File: config.mk
export PLATFORM = sky130hd
export DESIGN_NAME = tbp_train
export DESIGN_NICKNAME = d
export VERILOG_FILES = /design/src/hw/rtl/tournament_branch_predictor_assert.svh /design/src/hw/rtl/tbp_pkg.sv /design/src/hw/rtl/tbp_train.sv
export SDC_FILE = /design/constraint.sdc
export NUM_CORES = 1
export LEC_CHECK = 0
export BUFFER_PORTS_ARGS = -buffer_cell sky130_fd_sc_hd__buf_2
export CAP_MARGIN = 40
export CORE_AREA = 2 2 39 41
export DETAILED_ROUTE_END_ITERATION = 12
export DIE_AREA = 0 0 41 43
export PLACE_DENSITY_LB_ADDON = 0.12
export SLEW_MARGIN = 20
export SYNTH_ARGS = -nofsm -noshare
export SYNTH_HDL_FRONTEND = slang
export SYNTH_SLANG_ARGS = --single-unit
File: constraint.sdc
create_clock -name vclk -period 0.8
set_input_delay 0.04 -clock vclk [all_inputs]
set_output_delay 0.04 -clock vclk [all_outputs]
set_load 0.01 [all_outputs]
File: src/hw/rtl/tournament_branch_predictor_assert.svh
// ----------------------------------------------------------------------------
// Tournament branch predictor assertion macros
// Shared concurrent-check wrappers, clocked on clock, quiet during reset.
// ----------------------------------------------------------------------------
`ifndef TOURNAMENT_BRANCH_PREDICTOR_ASSERT_SVH
`define TOURNAMENT_BRANCH_PREDICTOR_ASSERT_SVH

// same-cycle implication
`define TBP_ASSERT_IMP(label, ante, cons, msg) \
   label: assert property (@(posedge clock) disable iff (reset) (ante) |-> (cons)) \
      else $error(msg);

// next-cycle implication
`define TBP_ASSERT_NXT(label, ante, cons, msg) \
   label: assert property (@(posedge clock) disable iff (reset) (ante) |=> (cons)) \
      else $error(msg);

`endif

File: src/hw/rtl/tbp_pkg.sv
// ----------------------------------------------------------------------------
// tbp_pkg
// Shared constants, types and counter/history helpers for the predictor.
// ----------------------------------------------------------------------------
`default_nettype none

package tbp_pkg;

   localparam int MAX_INDEX_BITS = 12;
   localparam int HIST_ENTRIES   = 128;
   localparam int HIST_SEL_BITS  = $clog2(HIST_ENTRIES);
   localparam int TABLE_DEPTH    = 1 << MAX_INDEX_BITS;
   localparam int CTR_W          = 2;
   localparam int PC_W           = 12;

   typedef logic [MAX_INDEX_BITS-1:0] idx_type;
   typedef logic [CTR_W-1:0]          ctr_type;

   localparam ctr_type CTR_MAX   = 2'd3;
   localparam ctr_type CTR_MIN   = 2'd0;
   localparam ctr_type CTR_RESET = 2'd3;

   // table_size_code values
   localparam logic [1:0] SIZE_128  = 2'd0;
   localparam logic [1:0] SIZE_1024 = 2'd1;
   localparam logic [1:0] SIZE_4096 = 2'd2;
   localparam logic [1:0] SIZE_RESET = SIZE_1024;

   localparam int W_128  = 7;
   localparam int W_1024 = 10;
   localparam int W_4096 = 12;

   typedef struct packed {
      logic prediction;
      logic global_guess;
      logic local_guess;
      logic chose_global;
   } guess_type;

   typedef struct packed {
      logic    chooser_we;
      ctr_type chooser_ctr;
      ctr_type global_ctr;
      ctr_type local_ctr;
   } update_type;

   // low-bit mask of the index width, capped at the table size
   function automatic idx_type width_mask(input logic [1:0] code);
      int w;
      case (code)
         SIZE_128:  w = W_128;
         SIZE_1024: w = W_1024;
         default:   w = W_4096;
      endcase
      if (w > MAX_INDEX_BITS) w = MAX_INDEX_BITS;
      return idx_type'((64'd1 << w) - 64'd1);
   endfunction

   function automatic ctr_type sat_step(input ctr_type c, input logic up);
      if (up) return (c == CTR_MAX) ? CTR_MAX : ctr_type'(c + 1'b1);
      return (c == CTR_MIN) ? CTR_MIN : ctr_type'(c - 1'b1);
   endfunction

   // shift right within the mask, outcome into the top masked bit
   function automatic idx_type shift_in(input idx_type h, input idx_type mask,
                                        input logic t);
      idx_type top;
      top = mask & ~(mask >> 1);
      return ((h & mask) >> 1) | (t ? top : '0);
   endfunction

endpackage

`default_nettype wire

File: src/hw/rtl/tbp_train.sv
// ----------------------------------------------------------------------------
// tbp_train
// Guesses from the three counters and their trained next values.
// ----------------------------------------------------------------------------
`default_nettype none

module tbp_train (
   input  wire tbp_pkg::ctr_type    ctr_local,
   input  wire tbp_pkg::ctr_type    ctr_global,
   input  wire tbp_pkg::ctr_type    ctr_chooser,
   input  wire logic                taken,
   output tbp_pkg::guess_type       guess,
   output tbp_pkg::update_type      upd
);

   logic l_guess;
   logic g_guess;
   logic g_ok;
   logic l_ok;

   // taken when counter > 1, i.e. upper bit set
   assign l_guess = ctr_local[tbp_pkg::CTR_W-1];
   assign g_guess = ctr_global[tbp_pkg::CTR_W-1];
   assign g_ok    = (g_guess == taken);
   assign l_ok    = (l_guess == taken);

   always_comb begin
      guess.chose_global = ctr_chooser[tbp_pkg::CTR_W-1];
      guess.global_guess = g_guess;
      guess.local_guess  = l_guess;
      guess.prediction   = guess.chose_global ? g_guess : l_guess;

      // chooser only moves when exactly one side was right
      upd.chooser_we  = g_ok ^ l_ok;
      upd.chooser_ctr = tbp_pkg::sat_step(ctr_chooser, g_ok);
      upd.global_ctr  = tbp_pkg::sat_step(ctr_global, taken);
      upd.local_ctr   = tbp_pkg::sat_step(ctr_local, taken);
   end

endmodule

`default_nettype wire

Yosys cells after proc, flatten, opt, wreduce, memory -nomap -nowiden
Cells that the tools add are included.

Add/sub/neg operators: 6. Equality and inequality tests: 5. Muxes and demuxes: 15. Bitwise gates (word level): 1. Reductions and logical operators: 3.

Operators by type and width (number): 2-to-1 mux 2 bit (12); adder 2 x 1 -> 2 bit (second input constant) (3); equality test 2 bit (second input constant) (3); logical NOT 2 bit (3); subtractor 2 x 1 -> 2 bit (second input constant) (3); 2-to-1 mux 1 bit (3); equality test 1 bit (2); bitwise XOR 1 bit (1).

Flip-flop bits (word level): 0. Input bits: 7. Output and inout bits: 11. Logic and storage cells: 30.

Logic depth before layout (Yosys ltp)
Depth after elaboration: 4. Depth in mapped cells: 2. Gate-level depth less buffers: 2.

Worst setup path before layout
No wires, ideal clock.

Kind: input-to-output. Start point: input port ctr_local[0]. End point: output port upd[0] in the netlist's numbering. Arrival time: 449 ps. Data required time: 760 ps. Slack: 311 ps. Stages: 2. Buffers on the path: 0. Cells stage by stage: inv_1 maj3_1.

RTL lines: from (decl) (RTL line tbp_train.sv:8) `input wire tbp_pkg::ctr_type ctr_local,`; to (decl) (RTL line tbp_train.sv:13) `output tbp_pkg::update_type upd`.

==> metrics <==
run status finished clean; maximum vdd drop 0.120 mV; Slew Viols, Final 0; die width 41 microns; met3 usage 0; Final Cycle Share 0.887; Critical Path AT 0.67 ns; All-Layer GR Usage 0.0430; Max-cap violations 0; final hold vios 0; P per Cell Area 644 nW/um^2; Post-Syn Instances 18; Post-CTS Hold Fix Bufs 0; Antenna Nets Post-Route 0; detailed-placement wirelength estimate 347 microns; GR Util met1 0.0411; input/output buffers 18; largest net degree at the start of global routing 7; worst slew pin tran 0.184 ns; sequential area share after synthesis 0; drt via density 3.47; row count 14; met2 usage in global routing 0.0938; Final setup viols 0; Leakage 0.000114 uW; GRT overflow 0; sequential standard cell area 0 sq um; Post-CTS Setup Bufs 0; drt pass-1 iters 1; drt drc 0; Area Growth Syn to Fin 68.0%; final WL 393 microns; Hold Crit Class primary input to output port; vias in the first global route 144; critical path endpoint category output port; Die Ht 43 microns; # fillers 168; CP required 0.76 ns; synth unique cells 11; Tmin final 0.710 ns; num sequential 0; Starting Density 0.0931; pre-CTS WS 0.0824 ns; gr busiest metal met2; GP Congestion 0.575; crit-path max FO 6; first-pass GRT wire length 545 microns; Die ar. 1760 sq um; Ys Warns 0; 1st-iter DRT viols 0; Synth Net Count 25; antenna violations before repair 0; Fin Setup TNS 0 ns; unrepaired setup endpoints after global routing no; CP Launch Type primary input; ratio of cells with drive above 1 in the final layout 0.576; Final WS setup 0.0905 ns; Routed wire per std cell 8.02 microns; nets 42; Core Area 1380 sq um; Syn Std Cell Area 129 sq um; clock buffers 0; headroom to the max-slew limit 0.877; Post-CTS Resized 0; io pins 18; kind of critical path primary input to output port; Syn Area/Cell 7.16 sq um; via count 170; fmax 1.41 GHz; ant diodes 0
-- cell usage after synthesis --
cell type / number / area share
o21ai_1: 1 / 0.039
mux2_2: 1 / 0.087
nand2b_1: 1 / 0.049
maj3_1: 4 / 0.31
inv_1: 2 / 0.058
buf_4: 3 / 0.17
nand2_1: 1 / 0.029
nor2b_1: 1 / 0.049
a21oi_1: 1 / 0.039
xor2_1: 2 / 0.14
nor2_1: 1 / 0.029
-- cell usage in the layout, fill, tap and decap left out, drive strengths merged --
| cell type | count |
|---|---|
| xor2 | 2 |
| nor2 | 1 |
| nand2 | 1 |
| buf | 18 |
| nor2b | 1 |
| maj3 | 4 |
| o21ai | 1 |
| a21oi | 1 |
| mux2 | 1 |
| inv | 2 |
| nand2b | 1 |
-- area by class of cell --
cell class | instances | area [sq um] | area share
Inverter | 2 | 7.51 | 0.0347
Multi-Input combinational cell | 13 | 98.8 | 0.457
Tap cell | 16 | 20.0 | 0.0925
Timing Repair Buffer | 18 | 90.1 | 0.416
-- metal layers --
layer	up-vias	share of wire	routed length, microns
li1	87	-	-
met1	71	0.39	154
met2	12	0.48	188
met3	0	0.13	50
met4	0	0	0
met5	-	0	0
-- final timing paths --
kind / start / to / slack, ns / cells past startpoint
worst max-delay path: ctr_global[1] / upd[2] / 0.09 / 3
worst min-delay path: ctr_local[1] / guess[1] / 0.34 / 2
-- kinds of logic after synthesis --
family                     count (synthesis)  synth area share
xor gates and xnor gates                   2             0.136
and+or+nand+nor                            4             0.155
AOI/OAI and AO/OA                          2            0.0776
buffers and inverters                      5             0.233
adders and majority gates                  4             0.311
muxes                                      1            0.0874
-- report_power, final --
group          switching (uW)  internal [uW]
sequential                  0              0
combinational            73.4           66.0
clock                       0              0
-- worst max-delay path: stages --
cell	delay [ns]
buf_2	0.14
maj3_1	0.34
buf_2	0.14
-- through the flow --
| step | cell area, sq um | total power (uW) | hold WS (ns) | utilization | instances |
|---|---|---|---|---|---|
| detailed placement | 216 | 141 | 0.344 | 0.156 | 49 |
| floorplan | 129 | 75.5 | 0.156 | - | 18 |
| global placement | 216 | 138 | 0.339 | 0.156 | 49 |
| global route | 216 | 154 | 0.356 | 0.156 | 49 |
| CTS | 216 | 142 | 0.344 | 0.156 | 49 |
| finish | 216 | 139 | 0.341 | 0.156 | 49 |
Note: power is estimated with default switching activity, not from simulation.
